$ cat config.mk
export PLATFORM = sky130hd
export DESIGN_NAME = heatmap_colorize_blend_top
export DESIGN_NICKNAME = d
export VERILOG_FILES = /design/src/rtl/hcb_pkg.sv /design/src/rtl/hcb_ramp.sv /design/src/rtl/hcb_blend.sv /design/src/rtl/heatmap_colorize_blend_top.sv
export SDC_FILE = /design/constraint.sdc
export NUM_CORES = 1
export LEC_CHECK = 0
export ABC_AREA = 1
export BUFFER_PORTS_ARGS = -buffer_cell sky130_fd_sc_hd__clkbuf_2
export CAP_MARGIN = 20
export CORE_ASPECT_RATIO = 0.75
export CORE_MARGIN = 8
export CORE_UTILIZATION = 40
export CTS_BUF_LIST = sky130_fd_sc_hd__clkbuf_8
export CTS_CLUSTER_SIZE = 16
export DETAILED_ROUTE_END_ITERATION = 12
export GPL_ROUTABILITY_DRIVEN = 0
export PLACE_DENSITY_LB_ADDON = 0.08
export SLEW_MARGIN = 25
export SYNTH_ARGS = -nofsm -noshare
export SYNTH_HDL_FRONTEND = slang
export SYNTH_SLANG_ARGS = --single-unit
export TNS_END_PERCENT = 5
$ cat constraint.sdc
create_clock -name clk -period 16.6 [get_ports clk]
set_input_delay 0.83 -clock clk [delete_from_list [all_inputs] [get_ports clk]]
set_output_delay 0.83 -clock clk [all_outputs]
set_load 0.02 [all_outputs]
$ cat src/rtl/hcb_pkg.sv
`default_nettype none

package hcb_pkg;

  localparam int unsigned INT_W = 17;
  localparam int unsigned CH_W  = 8;
  localparam int unsigned POS_W = 15;

  localparam logic [CH_W-1:0]  WEIGHT_RESET = 8'd155;
  localparam logic [CH_W-1:0]  CH_MAX       = 8'd255;
  localparam logic [CH_W-1:0]  CH_MIN       = 8'd0;
  localparam logic [POS_W-1:0] QUARTER      = 15'd16384;

  // Quarter-range segments of the colour ramp.
  typedef enum logic [1:0] {
    SEG_BLUE_CYAN    = 2'd0,
    SEG_CYAN_GREEN   = 2'd1,
    SEG_GREEN_YELLOW = 2'd2,
    SEG_YELLOW_RED   = 2'd3
  } seg_t;

  typedef struct packed {
    logic [CH_W-1:0] blue;
    logic [CH_W-1:0] green;
    logic [CH_W-1:0] red;
  } pix_t;

  // Word handed from the ramp stage to the blend stage.
  typedef struct packed {
    logic valid;
    logic bypass;
    pix_t orig;
    pix_t ramp;
  } ramp_word_t;

  // floor(255 * pos / 16384), with 255 * pos formed as (pos << 8) - pos.
  function automatic logic [CH_W-1:0] ramp_up(input logic [POS_W-1:0] pos);
    logic [POS_W+CH_W-1:0] prod;
    prod = {pos, 8'd0} - {8'd0, pos};
    return prod[POS_W+CH_W-2:POS_W-1];
  endfunction

  function automatic logic [CH_W-1:0] ramp_down(input logic [POS_W-1:0] pos);
    logic [POS_W-1:0] rest;
    rest = QUARTER - pos;
    return ramp_up(rest);
  endfunction

  // floor((orig * w + ramp * (255 - w)) / 255). The sum never exceeds
  // 255 * 255, and for such values (x + (x >> 8) + 1) >> 8 is the exact quotient.
  function automatic logic [CH_W-1:0] blend(input logic [CH_W-1:0] orig,
                                            input logic [CH_W-1:0] ramp,
                                            input logic [CH_W-1:0] w);
    logic [2*CH_W-1:0] sum;
    logic [2*CH_W-1:0] adj;
    sum = ({8'd0, orig} * {8'd0, w}) + ({8'd0, ramp} * {8'd0, ~w});
    adj = sum + {8'd0, sum[2*CH_W-1:CH_W]} + 16'd1;
    return adj[2*CH_W-1:CH_W];
  endfunction

endpackage

`default_nettype wire

$ cat src/rtl/hcb_ramp.sv
`default_nettype none

module hcb_ramp (
  input  wire logic                     clk,
  input  wire logic                     rst_n,
  input  wire logic                     in_valid,
  input  wire logic [hcb_pkg::INT_W-1:0] intensity,
  input  wire hcb_pkg::pix_t            pix,
  output hcb_pkg::ramp_word_t           word_r
);

  hcb_pkg::seg_t                seg;
  logic [hcb_pkg::POS_W-1:0]    pos;
  hcb_pkg::pix_t                ramp_nxt;
  logic                         valid_r;
  logic                         bypass_r;
  hcb_pkg::pix_t                orig_r;
  hcb_pkg::pix_t                ramp_r;

  // Anything at or above full scale lands on the last point of the top quarter.
  always_comb begin
    if (intensity[hcb_pkg::INT_W-1]) begin
      seg = hcb_pkg::SEG_YELLOW_RED;
      pos = hcb_pkg::QUARTER;
    end else begin
      seg = hcb_pkg::seg_t'(intensity[15:14]);
      pos = {1'b0, intensity[13:0]};
    end
  end

  always_comb begin
    case (seg)
      hcb_pkg::SEG_BLUE_CYAN: begin
        ramp_nxt.blue  = hcb_pkg::CH_MAX;
        ramp_nxt.green = hcb_pkg::ramp_up(pos);
        ramp_nxt.red   = hcb_pkg::CH_MIN;
      end
      hcb_pkg::SEG_CYAN_GREEN: begin
        ramp_nxt.blue  = hcb_pkg::ramp_down(pos);
        ramp_nxt.green = hcb_pkg::CH_MAX;
        ramp_nxt.red   = hcb_pkg::CH_MIN;
      end
      hcb_pkg::SEG_GREEN_YELLOW: begin
        ramp_nxt.blue  = hcb_pkg::CH_MIN;
        ramp_nxt.green = hcb_pkg::CH_MAX;
        ramp_nxt.red   = hcb_pkg::ramp_up(pos);
      end
      hcb_pkg::SEG_YELLOW_RED: begin
        ramp_nxt.blue  = hcb_pkg::CH_MIN;
        ramp_nxt.green = hcb_pkg::ramp_down(pos);
        ramp_nxt.red   = hcb_pkg::CH_MAX;
      end
      default: begin
        ramp_nxt = '0;
      end
    endcase
  end

  always_ff @(posedge clk) begin
    if (!rst_n) begin
      valid_r <= 1'b0;
    end else begin
      valid_r <= in_valid;
    end
  end

  always_ff @(posedge clk) begin
    bypass_r <= (intensity == '0);
    orig_r   <= pix;
    ramp_r   <= ramp_nxt;
  end

  assign word_r.valid  = valid_r;
  assign word_r.bypass = bypass_r;
  assign word_r.orig   = orig_r;
  assign word_r.ramp   = ramp_r;

endmodule

`default_nettype wire

$ cat src/rtl/hcb_blend.sv
`default_nettype none

module hcb_blend (
  input  wire logic                    clk,
  input  wire logic                    rst_n,
  input  wire hcb_pkg::ramp_word_t     word,
  input  wire logic [hcb_pkg::CH_W-1:0] weight,
  output logic                         valid_r,
  output hcb_pkg::pix_t                pix_r
);

  hcb_pkg::pix_t pix_nxt;

  // A zero intensity passes the background pixel through untouched.
  always_comb begin
    if (word.bypass) begin
      pix_nxt = word.orig;
    end else begin
      pix_nxt.blue  = hcb_pkg::blend(word.orig.blue,  word.ramp.blue,  weight);
      pix_nxt.green = hcb_pkg::blend(word.orig.green, word.ramp.green, weight);
      pix_nxt.red   = hcb_pkg::blend(word.orig.red,   word.ramp.red,   weight);
    end
  end

  always_ff @(posedge clk) begin
    if (!rst_n) begin
      valid_r <= 1'b0;
    end else begin
      valid_r <= word.valid;
    end
  end

  always_ff @(posedge clk) begin
    pix_r <= pix_nxt;
  end

endmodule

`default_nettype wire

$ cat src/rtl/heatmap_colorize_blend_top.sv
// Heat map colouriser: every word carries one background pixel (blue, green,
// red) and a heat intensity in unsigned Q1.16, where 65536 stands for 1.0 and
// larger codes count as 1.0. The intensity picks a colour on a ramp from blue
// through cyan, green and yellow to red, and that colour is blended over the
// pixel with the background weight held in cfg_wr_data's register (reset 155,
// out of 255). A zero intensity returns the pixel unchanged. A word is taken
// at every rising edge with start high; busy is never raised, so one pixel can
// enter in every cycle. Each result is driven on the outputs, with out_valid
// high, for exactly one cycle, in the order the words came in. The receiver cannot
// stall the block: a result that is not captured in its cycle is gone. Each word
// passes three register stages: the input register, the ramp register and the
// result register. The background weight may only be changed while no pixel is
// in flight.

`default_nettype none

module heatmap_colorize_blend_top (
  input  wire logic                      clk,
  input  wire logic                      rst_n,
  input  wire logic                      start,
  output logic                           busy,
  input  wire logic [hcb_pkg::INT_W-1:0] in_intensity,
  input  wire logic [hcb_pkg::CH_W-1:0]  in_blue,
  input  wire logic [hcb_pkg::CH_W-1:0]  in_green,
  input  wire logic [hcb_pkg::CH_W-1:0]  in_red,
  output logic                           out_valid,
  output logic [hcb_pkg::CH_W-1:0]       out_blue,
  output logic [hcb_pkg::CH_W-1:0]       out_green,
  output logic [hcb_pkg::CH_W-1:0]       out_red,
  input  wire logic                      cfg_wr_en,
  input  wire logic [hcb_pkg::CH_W-1:0]  cfg_wr_data
);

  // Background weight register.
  logic [hcb_pkg::CH_W-1:0]  weight_r;

  // Input register stage.
  logic                      in_valid_r;
  logic [hcb_pkg::INT_W-1:0] in_int_r;
  hcb_pkg::pix_t             in_pix_r;

  hcb_pkg::ramp_word_t       ramp_word;
  hcb_pkg::pix_t             out_pix;

  // The pipeline never stalls, so the block is always ready for a word.
  assign busy = 1'b0;

  always_ff @(posedge clk) begin
    if (!rst_n) begin
      weight_r <= hcb_pkg::WEIGHT_RESET;
    end else if (cfg_wr_en) begin
      weight_r <= cfg_wr_data;
    end
  end

  always_ff @(posedge clk) begin
    if (!rst_n) begin
      in_valid_r <= 1'b0;
    end else begin
      in_valid_r <= start & ~busy;
    end
  end

  // Payload is captured unconditionally; the valid bit says whether it counts.
  always_ff @(posedge clk) begin
    in_int_r       <= in_intensity;
    in_pix_r.blue  <= in_blue;
    in_pix_r.green <= in_green;
    in_pix_r.red   <= in_red;
  end

  // Second stage: choose the ramp segment and work out the ramp colour.
  hcb_ramp u_ramp (
    .clk       (clk),
    .rst_n     (rst_n),
    .in_valid  (in_valid_r),
    .intensity (in_int_r),
    .pix       (in_pix_r),
    .word_r    (ramp_word)
  );

  // Third stage: blend the ramp colour over the pixel into the result register.
  hcb_blend u_blend (
    .clk     (clk),
    .rst_n   (rst_n),
    .word    (ramp_word),
    .weight  (weight_r),
    .valid_r (out_valid),
    .pix_r   (out_pix)
  );

  assign out_blue  = out_pix.blue;
  assign out_green = out_pix.green;
  assign out_red   = out_pix.red;

endmodule

`default_nettype wire

---- After elaboration in Yosys (flattened, before gate mapping) ----
Index checks and enable logic that the tools add are counted.
Widths: inputs -> output; s select.
storage, ports and cells
  register bits ........................... 125
  input bits .............................. 53
  output and inout port bits .............. 26
  logic and storage cells ................. 46
cells by class
  add/subtract/negate cells ............... 12
  multiply operators ...................... 6
  equality and inequality tests ........... 3
  mux-type cells .......................... 4
  bitwise operators ....................... 1
  reductions and logical operators ........ 2
operator list
  kind                    number
  $mul 8x8->16            6
  $pmux 24 s4             1
  $add 16x1->16 const B   3
  $add 16x16->16          3
  $add 16x8->16           3
  $sub 22x15->22          2
  $mux 24                 1
  $logic_not 17->1        1
  $mux 15                 1
  $sub 15x15->15 const A  1
  $not 8->8               1
  $eq 2x2->1 const B      2
  $eq 2x1->1 const B      1
  $logic_not 2->1         1
  $mux 2                  1

---- Logic depth before layout (Yosys ltp) ----
Gate-level depths: netlist (run 1).
  depth in word-level cells ............... 6
  depth in mapped cells ................... 39
  depth with buffers taken out ............ 37

---- Modules after synthesis ----
Synthesis (run 1) repeated with hierarchy kept, for this count alone.
unflattened totals
  cell total of the unflattened synthesis .. 2830
  area, all modules ....................... 20355.8 sq um
by module, submodules not included
  module                      times used  cells an instance  area each (sq um)  seq. area each (sq um)
  hcb_blend                   1           2326               16253.1            500.5
  hcb_ramp                    1           417                2941.6             1001.0
  heatmap_colorize_blend_top  1           87                 1161.1             1001.0

---- Worst setup path after synthesis (run 1) ----
No wires, ideal clock.
  path kind ............................... register -> register
  start point ............................. register weight_r[2] (netlist name)
  end point ............................... register u_blend.pix_r[7] (netlist name)
  setup time .............................. 0.114 ns
  data arrival time ....................... 6.476 ns
  data required time ...................... 16.486 ns
  slack ................................... 10.010 ns
  cell stages (with the launch flop) ...... 33
  path buffers ............................ 2
  clock period less this slack ............ 6.590 ns
  cell sequence ........................... dfxtp_1 clkbuf_1 inv_1 clkbuf_1 nand2_1 fa_1 inv_1 fa_1 fa_1 fa_1 fa_1 inv_1 fa_1 inv_1 ha_1 nand2_1 nor2_1 nand3_1 nand3_1 a21oi_1 o21bai_1 xor2_1 inv_1 ha_1 inv_1 nor2_1 nand3_1 nor3_1 nand2_1 nand2_1 nand2_1 nand3_1 nand2_1
RTL lines
  element                   RTL line                          RTL
  start: declaration        heatmap_colorize_blend_top.sv:35  logic [hcb_pkg::CH_W-1:0] weight_r;
  start signal: assignment  heatmap_colorize_blend_top.sv:50  weight_r <= hcb_pkg::WEIGHT_RESET;
  start signal: assignment  heatmap_colorize_blend_top.sv:52  weight_r <= cfg_wr_data;
  end signal: assignment    hcb_blend.sv:34                   pix_r <= pix_nxt;
  end: declaration          hcb_blend.sv:9                    output hcb_pkg::pix_t pix_r

==> results.sh, run 1 <==
export IMPL_routed_wl_um=54600
export IMPL_final_core_util=0.435
export IMPL_synth_edf_count=0
export IMPL_rsz0062_at_grt="no"
export IMPL_arrival_ns=7.91
export IMPL_synth_seq_cells=125
export IMPL_final_fill_count=5116
export IMPL_syn_area_um2=19900
export IMPL_synth_warnings=0
export IMPL_rows=70
export IMPL_end_kind="flop"
export IMPL_async_flop_share=0
export IMPL_drtIter0Drc=1075
export IMPL_setup_viol=0
export IMPL_critPathLaunch="weight_r[6]"
export IMPL_fin_skew_ns=0.0344
export IMPL_cp_slowest_cell="fa_1"
export IMPL_finalNonFillerCells=3464
export IMPL_min_period_over_period=0.451
export IMPL_routedWlPerCell_um=15.8
export IMPL_maxCapViolCount=0
export IMPL_crit_top_cell="fa_1"
export IMPL_fin_crit_ns=7.49
export IMPL_routed_via_density=4.78
export IMPL_setup_ws_ns=9.11
export IMPL_cp_max_fo=40
export IMPL_cts_num_sinks=125
export IMPL_numPortBuffers=77
export IMPL_ios=79
export IMPL_min_from="in_pix_r[1]"
export IMPL_synth_distinct_cells=44
export IMPL_clk_insertion_delay_late_ns=0.53
export IMPL_crit_required_ns=17.02
export IMPL_dp_hpwl_um=44700
export IMPL_cts_hold_buffers_added=0
export IMPL_worstMarginPinSlew_ns=0.724
export IMPL_numCtsBuffers=17
export IMPL_final_layout_size_suffix_gt1_frac=0.0558
export IMPL_antenna_cells=0
export IMPL_final_setup_tns_ns=0
export IMPL_postCtsSetupBuffers=0
export IMPL_dieArea_um2=57200
export IMPL_core_um2=49000
export IMPL_path_clk_slew_ns=0.11
export IMPL_startpoint_type="flop"
export IMPL_critical_path_class="reg -> reg"
export IMPL_drc=0
export IMPL_grt_pass1_vias=17000
export IMPL_htree_levels=4
export IMPL_grt_start_max_net_pins=43
export IMPL_final_hold_violation_count=0
export IMPL_synthFlopType="dfxtp_1"
export IMPL_fmax_mhz=133
export IMPL_status="finished, final reports clean"
export IMPL_slowest_delay_ns=0.54
export IMPL_die_w_um=274
export IMPL_area_growth_pct=6.94
export IMPL_syn_inst=2766
export IMPL_layout_nets=3363
export IMPL_root_buffer="clkbuf_8"
export IMPL_cts_resized=0
export IMPL_cts_buffer_depth=2
export IMPL_cts_tree="yes"
export IMPL_syn_avg_cell_area_um2=7.20
export IMPL_antenna_found_initial=0
export IMPL_synth_seq_area_share=0.126
export IMPL_die_h_um=209
export IMPL_placed_cells=3432
export IMPL_start_util=0.407
export IMPL_slew_viol_final=0
export IMPL_grt_pass1_wl_um=89900
export IMPL_vias=16500
export IMPL_ant_nets=0
export IMPL_post_place_ws_ns=9.16
export IMPL_slew_headroom=0.516
export IMPL_grt_ovfl_total=0
export IMPL_drtPass1Iterations=5
export IMPL_hold_class="reg -> reg"
export IMPL_track_usage=0.197
export IMPL_regToRegStartpoint="weight_r[6]"
[critical path, delay by kind of cell (launching register included)]
kind | cells | cell delay [ns]
DFF | 1 | 0.33
and+or+nand+nor | 10 | 1.31
AOI/OAI and AO/OA | 3 | 0.62
xor gates and xnor gates | 1 | 0.21
buffers and inverters | 6 | 1.10
adders and majority gates | 8 | 3.79
[cell families after synthesis]
logic type,Yosys count,share of synthesized area
AND/OR/NAND/NOR,1158,0.240
XOR/XNOR,44,0.0201
adder cells (fa/ha/maj),507,0.427
other,1,0.000188
buffers and inverters,810,0.154
AO/OA/AOI/OAI,121,0.0331
flip-flops,125,0.126
[cell usage after synthesis (7+ instances only)]
| cell | number | area [um^2] |
|---|---|---|
| nand3_1 | 144 | 721 |
| clkbuf_1 | 59 | 221 |
| inv_1 | 727 | 2730 |
| xor2_1 | 17 | 149 |
| a21oi_1 | 59 | 295 |
| buf_1 | 8 | 30.0 |
| fa_1 | 288 | 5770 |
| inv_2 | 7 | 26.3 |
| a31oi_1 | 7 | 43.8 |
| o21ai_0 | 32 | 160 |
| nand4_1 | 35 | 219 |
| nand2_1 | 699 | 2620 |
| nor3_1 | 15 | 75.1 |
| nor2_1 | 226 | 848 |
| xnor2_1 | 25 | 219 |
| nor2_2 | 8 | 50.1 |
| o21ai_1 | 7 | 35.0 |
| ha_1 | 219 | 2740 |
| dfxtp_1 | 125 | 2500 |
[final cells by class]
| cell class | count | area, um^2 | area share |
|---|---|---|---|
| sequential | 125 | 2500 | 0.118 |
| clock inverter | 13 | 128 | 0.00599 |
| tap | 648 | 811 | 0.0381 |
| clock buffer | 19 | 262 | 0.0123 |
| multi-input combinational | 1834 | 14400 | 0.674 |
| timing repair buffer | 87 | 460 | 0.0216 |
| inverter | 738 | 2770 | 0.130 |
[sequential cells by signal, indices dropped and copies added (netlist names)]
signal           count
in_pix_r            24
in_int_r            17
u_ramp.bypass_r      1
weight_r             8
in_valid_r           1
u_ramp.word_r       48
u_blend.valid_r      1
u_ramp.valid_r       1
u_blend.pix_r       24
[layer usage]
metal / wire, um / up-vias / global-route usage
met2: 23400 / 408 / 0.300
met5: 0 / - / 0
met4: 652 / 0 / 0.0414
met1: 27400 / 7886 / 0.288
li1: - / 8211 / -
met3: 3190 / 39 / 0.0378
[cell usage in the layout, fill, tap and decap left out, drive strengths merged, types with 6 or more instances in the layout]
master  count
nand3b      6
o21ai      39
inv       742
nand2     706
fa        288
a31oi       7
ha        219
nand3     145
xor2       19
nor3       17
dfxtp     125
buf        10
a21oi      60
nor2      238
clkbuf     96
nand4      35
o21bai      6
clkinv      7
or2         6
xnor2      25
[stage by stage]
stage,area [um^2],hold slack (ns)
floorplan,19900,0.310
global placement,20900,0.311
detailed placement,20900,0.312
CTS,21300,0.330
global route,21300,0.332
finish,21300,0.327
[worst paths after layout]
| path | cells past startpoint | to | slack [ns] |
|---|---|---|---|
| worst max-delay path | 28 | u_blend.pix_r[6] | 9.11 |
| worst min-delay path | 0 | u_ramp.word_r[25] | 0.33 |
| worst max register to register | 28 | u_blend.pix_r[6] | 9.11 |
| worst min register to register | 0 | u_ramp.word_r[25] | 0.33 |
Power of run 1 is left out: the tool's default activity adds up to more than one toggle a clock period on the data nets, which glitch-free logic cannot reach.
==> run 2, diff against run 1 <==
==> constraint.sdc (replaced) <==
create_clock -name clk -period 6.4 [get_ports clk]
set_input_delay 0.32 -clock clk [delete_from_list [all_inputs] [get_ports clk]]
set_output_delay 0.32 -clock clk [all_outputs]
set_load 0.02 [all_outputs]
==> run 2 against run 1 <==
Worst setup slack worse by 9.1 ns; clock skew down 0.0039 ns; maximum frequency up 18%; via count up 6.9%; register-to-register slack worse by 9.1 ns; largest cell class unchanged; highest routed layer unchanged.
==> results.sh, run 2 (synthesis gave the netlist of run 1 again) <==
export IMPL_fin_hold_ws_ns=0.0721
export IMPL_grt_start_max_net_pins=26
export IMPL_cts_buffer_depth=2
export IMPL_rsz0062_at_grt="yes"
export IMPL_track_usage=0.205
export IMPL_path_clk_slew_ns=0.11
export IMPL_slew_viol_final=0
export IMPL_post_place_ws_ns=-0.156
export IMPL_dieArea_um2=57200
export IMPL_hold_class="in -> reg"
export IMPL_layout_commonest_cell="inv_1"
export IMPL_startpoint_type="flop"
export IMPL_final_core_util=0.504
export IMPL_layout_nets=3656
export IMPL_ant_nets=0
export IMPL_worstMarginPinSlew_ns=0.624
export IMPL_crit_top_cell="nand2_1"
export IMPL_final_cell_mix="inv_1 (709), nand2_1 (652), fa_1 (283)"
export IMPL_setup_viol=0
export IMPL_routed_via_density=4.71
export IMPL_cp_slowest_cell="fa_1"
export IMPL_ios=79
export IMPL_routed_wl_um=57200
export IMPL_critical_path_class="reg -> reg"
export IMPL_arrival_ns=6.74
export IMPL_cts_tree="yes"
export IMPL_grt_ovfl_total=0
export IMPL_slowest_delay_ns=0.56
export IMPL_largest_reg_flops=48
export IMPL_maxCapViolCount=0
export IMPL_cp_max_fo=3
export IMPL_final_fill_count=4887
export IMPL_area_growth_pct=23.9
export IMPL_clk_insertion_delay_late_ns=0.52
export IMPL_min_period_over_period=0.992
export IMPL_numCtsBuffers=17
export IMPL_drc=0
export IMPL_antenna_found_initial=0
export IMPL_crit_required_ns=6.79
export IMPL_final_layout_size_suffix_gt1_frac=0.190
export IMPL_final_setup_tns_ns=0
export IMPL_fin_crit_ns=6.35
export IMPL_antenna_cells=0
export IMPL_slew_headroom=0.583
export IMPL_multiInputGateArea_um2=15200
export IMPL_drtIter0Drc=1052
export IMPL_dp_hpwl_um=47400
export IMPL_vias=17700
export IMPL_start_util=0.407
export IMPL_die_w_um=274
export IMPL_fin_skew_ns=0.0305
export IMPL_grt_pass1_vias=18300
export IMPL_routedWlPerCell_um=15.2
export IMPL_end_kind="flop"
export IMPL_seqCellArea_um2=2530
export IMPL_htree_levels=4
export IMPL_rows=70
export IMPL_fmax_mhz=158
export IMPL_numPortBuffers=77
export IMPL_drtPass1Iterations=7
export IMPL_final_hold_violation_count=0
export IMPL_setup_ws_ns=0.0534
export IMPL_root_buffer="clkbuf_8"
export IMPL_status="finished, final reports clean"
export IMPL_die_h_um=209
export IMPL_core_um2=49000
export IMPL_cts_num_sinks=125
export IMPL_grt_pass1_wl_um=94800
-- run 2: cell count changes in the layout (fill, tap and decap cells not counted), moves of 16 or more --
| cell | before | now |
|---|---|---|
| nor2_1 | 226 | 195 |
| inv_2 | 7 | 24 |
| inv_1 | 728 | 709 |
| nor2_2 | 8 | 28 |
| nand2_2 | 6 | 46 |
| nand3_1 | 144 | 128 |
| ha_1 | 219 | 193 |
| dlygate4sd3_1 | 0 | 42 |
| a21oi_2 | 1 | 18 |
| buf_4 | 10 | 238 |
| nand2_1 | 699 | 652 |
| a21oi_1 | 59 | 40 |
| ha_4 | 0 | 25 |
-- run 2: timing repair --
action | CTS | global route
hold endpoints to repair | 42 | 0
gates resized for setup | 61 | 174
pin swaps | 18 | 98
hold buffers | 42 | 0
buffers inserted | 3 | 22
setup endpoints to repair | 24 | 24
-- run 2: layout make-up --
| class | instances | area share |
|---|---|---|
| Tap cell | 648 | 0.0329 |
| Sequential cell | 125 | 0.102 |
| Multi-Input combinational cell | 1834 | 0.616 |
| Inverter | 738 | 0.112 |
| Clock inverter | 13 | 0.00624 |
| Clock buffer | 18 | 0.0100 |
| Timing Repair Buffer | 380 | 0.120 |
-- run 2: metrics by stage --
step | area, um^2 | cells
after floorplan | 19900 | 2769
after global placement | 22700 | 3659
after detailed placement | 22700 | 3659
after CTS | 23800 | 3735
after global routing | 24700 | 3756
final | 24700 | 3756
-- run 2: worst paths after layout --
kind         slack [ns]  cells after the start            from           endpoint
max reg2reg        0.05                     33     weight_r[6]   u_blend.pix_r[7]
max                0.05                     33     weight_r[6]   u_blend.pix_r[7]
min reg2reg        0.32                      0     in_pix_r[0]  u_ramp.word_r[24]
min                0.07                      3  cfg_wr_data[4]        weight_r[4]
-- run 2: worst max-delay path, delay by kind of cell, from the launching register on --
family / cells / cell delay [ns]
simple gates: 14 / 1.18
xor+xnor: 1 / 0.20
buf+inv: 8 / 0.57
flops: 1 / 0.33
fa+ha+maj: 8 / 3.72
compound gates: 2 / 0.21
-- run 2: layer usage --
metal	up-vias	routed length (um)	part of all wire	global-route usage
li1	8805	-	-	-
met4	0	636	0.011	0.0368
met2	350	25200	0.44	0.317
met5	-	0	0	0
met1	8495	28900	0.51	0.304
met3	39	2350	0.041	0.0298
Power of run 2 is left out for the same reason.
==> run 3, diff against run 2 <==
--- a/config.mk
+++ b/config.mk
@@ -19,5 +19,6 @@
 export SLEW_MARGIN = 25
 export SYNTH_ARGS = -nofsm -noshare
 export SYNTH_HDL_FRONTEND = slang
+export SYNTH_HIERARCHICAL = 1
 export SYNTH_SLANG_ARGS = --single-unit
 export TNS_END_PERCENT = 5
==> run 3 against run 2 <==
The flow now finishes with violations (negative setup slack); global-route usage shrank 0.082 points; non-clock buffer count grew 25; first-iteration DRC count grew 8.3%; sequential cell count is the same; count of clock-buffer cells in the layout is the same; highest routed layer unchanged; maximum frequency shrank 3.0%; worst setup slack lost 0.20 ns; final cell count grew 2.5%.
==> results.sh, run 3 <==
export IMPL_status="finished with violations"
export IMPL_violations="negative setup slack"
export IMPL_slowest_delay_ns=0.53
export IMPL_rsz0062_at_grt="yes"
export IMPL_vias=18200
export IMPL_numPortBuffers=77
export IMPL_grt_pass1_vias=18700
export IMPL_setup_ws_ns=-0.144
export IMPL_ios=79
export IMPL_end_kind="flop"
export IMPL_cp_max_fo=5
export IMPL_drtPass1Iterations=6
export IMPL_synthFlopType="dfxtp_1"
export IMPL_synth_most_common_cell="inv_1"
export IMPL_layout_commonest_cell="inv_1"
export IMPL_fin_skew_ns=0.0304
export IMPL_yosys_area_top_type="fa_1"
export IMPL_syn_avg_cell_area_um2=7.19
export IMPL_cp_slowest_cell="fa_1"
export IMPL_numCtsBuffers=17
export IMPL_min_from="cfg_wr_data[3]"
export IMPL_startpoint_type="flop"
export IMPL_reg2reg_to="u_blend/pix_r[13]"
export IMPL_grt_ovfl_total=0
export IMPL_die_h_um=211
export IMPL_dieArea_um2=58400
export IMPL_post_place_ws_ns=-0.236
export IMPL_clk_insertion_delay_late_ns=0.51
export IMPL_area_growth_pct=24.0
export IMPL_final_hold_violation_count=0
export IMPL_routed_via_density=4.73
export IMPL_largest_reg_flops=48
export IMPL_setup_viol=8
export IMPL_core_um2=50200
export IMPL_final_cell_mix="inv_1 (719), nand2_1 (700), fa_1 (282)"
export IMPL_async_flop_share=0
export IMPL_routedWlPerCell_um=15.3
export IMPL_crit_top_cell="fa_1"
export IMPL_htree_levels=4
export IMPL_final_layout_size_suffix_gt1_frac=0.200
export IMPL_maxCapViolCount=0
export IMPL_dp_hpwl_um=47800
export IMPL_cts_num_sinks=125
export IMPL_min_period_over_period=1.02
export IMPL_slew_viol_final=0
export IMPL_routed_wl_um=59100
export IMPL_synth_seq_cells=125
export IMPL_synth_warnings=6
export IMPL_reg2regPathDepth=31
export IMPL_syn_area_um2=20400
export IMPL_synth_seq_area_share=0.123
export IMPL_r2r_slack_ns=-0.14
export IMPL_antenna_found_initial=1
export IMPL_arrival_ns=6.92
export IMPL_final_setup_tns_ns=-0.604
export IMPL_grt_start_max_net_pins=26
export IMPL_root_buffer="clkbuf_8"
export IMPL_synth_edf_count=0
export IMPL_ys_top_cells_by_count="inv_1 (736), nand2_1 (735), fa_1 (288)"
export IMPL_synth_area_leaders="fa_1 (28%), inv_1 (14%), nand2_1 (14%)"
export IMPL_placed_cells=3749
export IMPL_synth_distinct_cells=47
export IMPL_worstMarginPinSlew_ns=0.669
export IMPL_ant_nets=0
export IMPL_whs_path_depth=3
export IMPL_path_clk_slew_ns=0.11
export IMPL_regToRegStartpoint="weight_r[5]"
export IMPL_layout_nets=3734
export IMPL_drtIter0Drc=1139
export IMPL_start_util=0.406
export IMPL_fin_crit_ns=6.54
export IMPL_slew_headroom=0.551
export IMPL_track_usage=0.204
export IMPL_min_to="weight_r[3]"
export IMPL_cts_buffer_depth=2
export IMPL_syn_inst=2830
export IMPL_cts_tree="yes"
export IMPL_fmax_mhz=153
export IMPL_grt_pass1_wl_um=96300
export IMPL_crit_required_ns=6.78
export IMPL_critical_path_class="reg -> reg"
export IMPL_synth_top_area_share=0.283
export IMPL_hold_class="in -> reg"
export IMPL_finalNonFillerCells=3850
export IMPL_die_w_um=276
export IMPL_rows=71
export IMPL_drc=0
run 3: repair_timing:
item | CTS | global route
resized for setup | 55 | 146
setup buffers | 10 | 11
endpoints found under the setup margin | 23 | 24
endpoints found under the hold margin | 44 | 0
pin swaps | 17 | 95
hold buffers | 44 | 0
cloned | 1 | 3
run 3: cell type report:
| class | count | area [um^2] |
|---|---|---|
| fillers | 4981 | 25000 |
| inverters | 746 | 2820 |
| clock inverters | 13 | 106 |
| repair buffers | 405 | 3230 |
| diodes | 1 | 2.50 |
| multi-input cells | 1885 | 15500 |
| flip-flops and latches | 125 | 2530 |
| clock buffers | 18 | 248 |
| well taps | 657 | 822 |
run 3: worst max-delay path, delay by kind of cell, from the launching register on:
kind	cells	cell delay, ns
adders and majority gates	8	3.55
and+or+nand+nor	13	1.12
buffers and inverters	9	1.08
DFF	1	0.45
AOI/OAI and AO/OA	1	0.22
run 3: worst max-delay path by stage:
stage | to | startpoint | cells past startpoint | slack, ns
3_5_place_dp | u_blend/pix_r[6] | u_ramp/word_r[28] | 29 | -0.24
3_3_place_gp | u_blend/pix_r[1] | u_ramp/word_r[28] | 31 | -0.15
4_1_cts | u_blend/pix_r[15] | weight_r[4] | 34 | -0.03
5_1_grt | u_blend/pix_r[9] | weight_r[5] | 33 | -0.36
2_1_floorplan | u_blend/pix_r[7] | weight_r[4] | 32 | -0.04
6_report | u_blend/pix_r[13] | weight_r[5] | 31 | -0.14
run 3: logic make-up (layout without fill, tap and decap cells):
| kind of cell | after synthesis | in the layout | synth area share |
|---|---|---|---|
| fa+ha+maj | 501 | 501 | 0.414 |
| compound gates | 94 | 94 | 0.0265 |
| other cells | 2 | 5 | 0.000369 |
| buf+inv | 822 | 1182 | 0.155 |
| simple gates | 1243 | 1243 | 0.260 |
| xor+xnor | 43 | 43 | 0.0209 |
| flops | 125 | 125 | 0.123 |
run 3: metal layers:
| layer | up-vias | GRT usage | share of wire |
|---|---|---|---|
| met5 | - | 0 | 0 |
| met4 | 0 | 0.0388 | 0.011 |
| met3 | 37 | 0.0402 | 0.066 |
| met2 | 453 | 0.323 | 0.44 |
| met1 | 8698 | 0.290 | 0.48 |
| li1 | 9008 | - | - |
run 3: metrics by stage:
step	hold slack [ns]	utilization	cell area, um^2
final	0.0521	0.503	25200
after global placement	0.311	0.464	23300
after detailed placement	0.312	0.464	23300
after floorplan	0.310	-	20400
after global routing	0.0304	0.503	25200
after CTS	0.000206	0.487	24400
Power of run 3 is left out for the same reason.
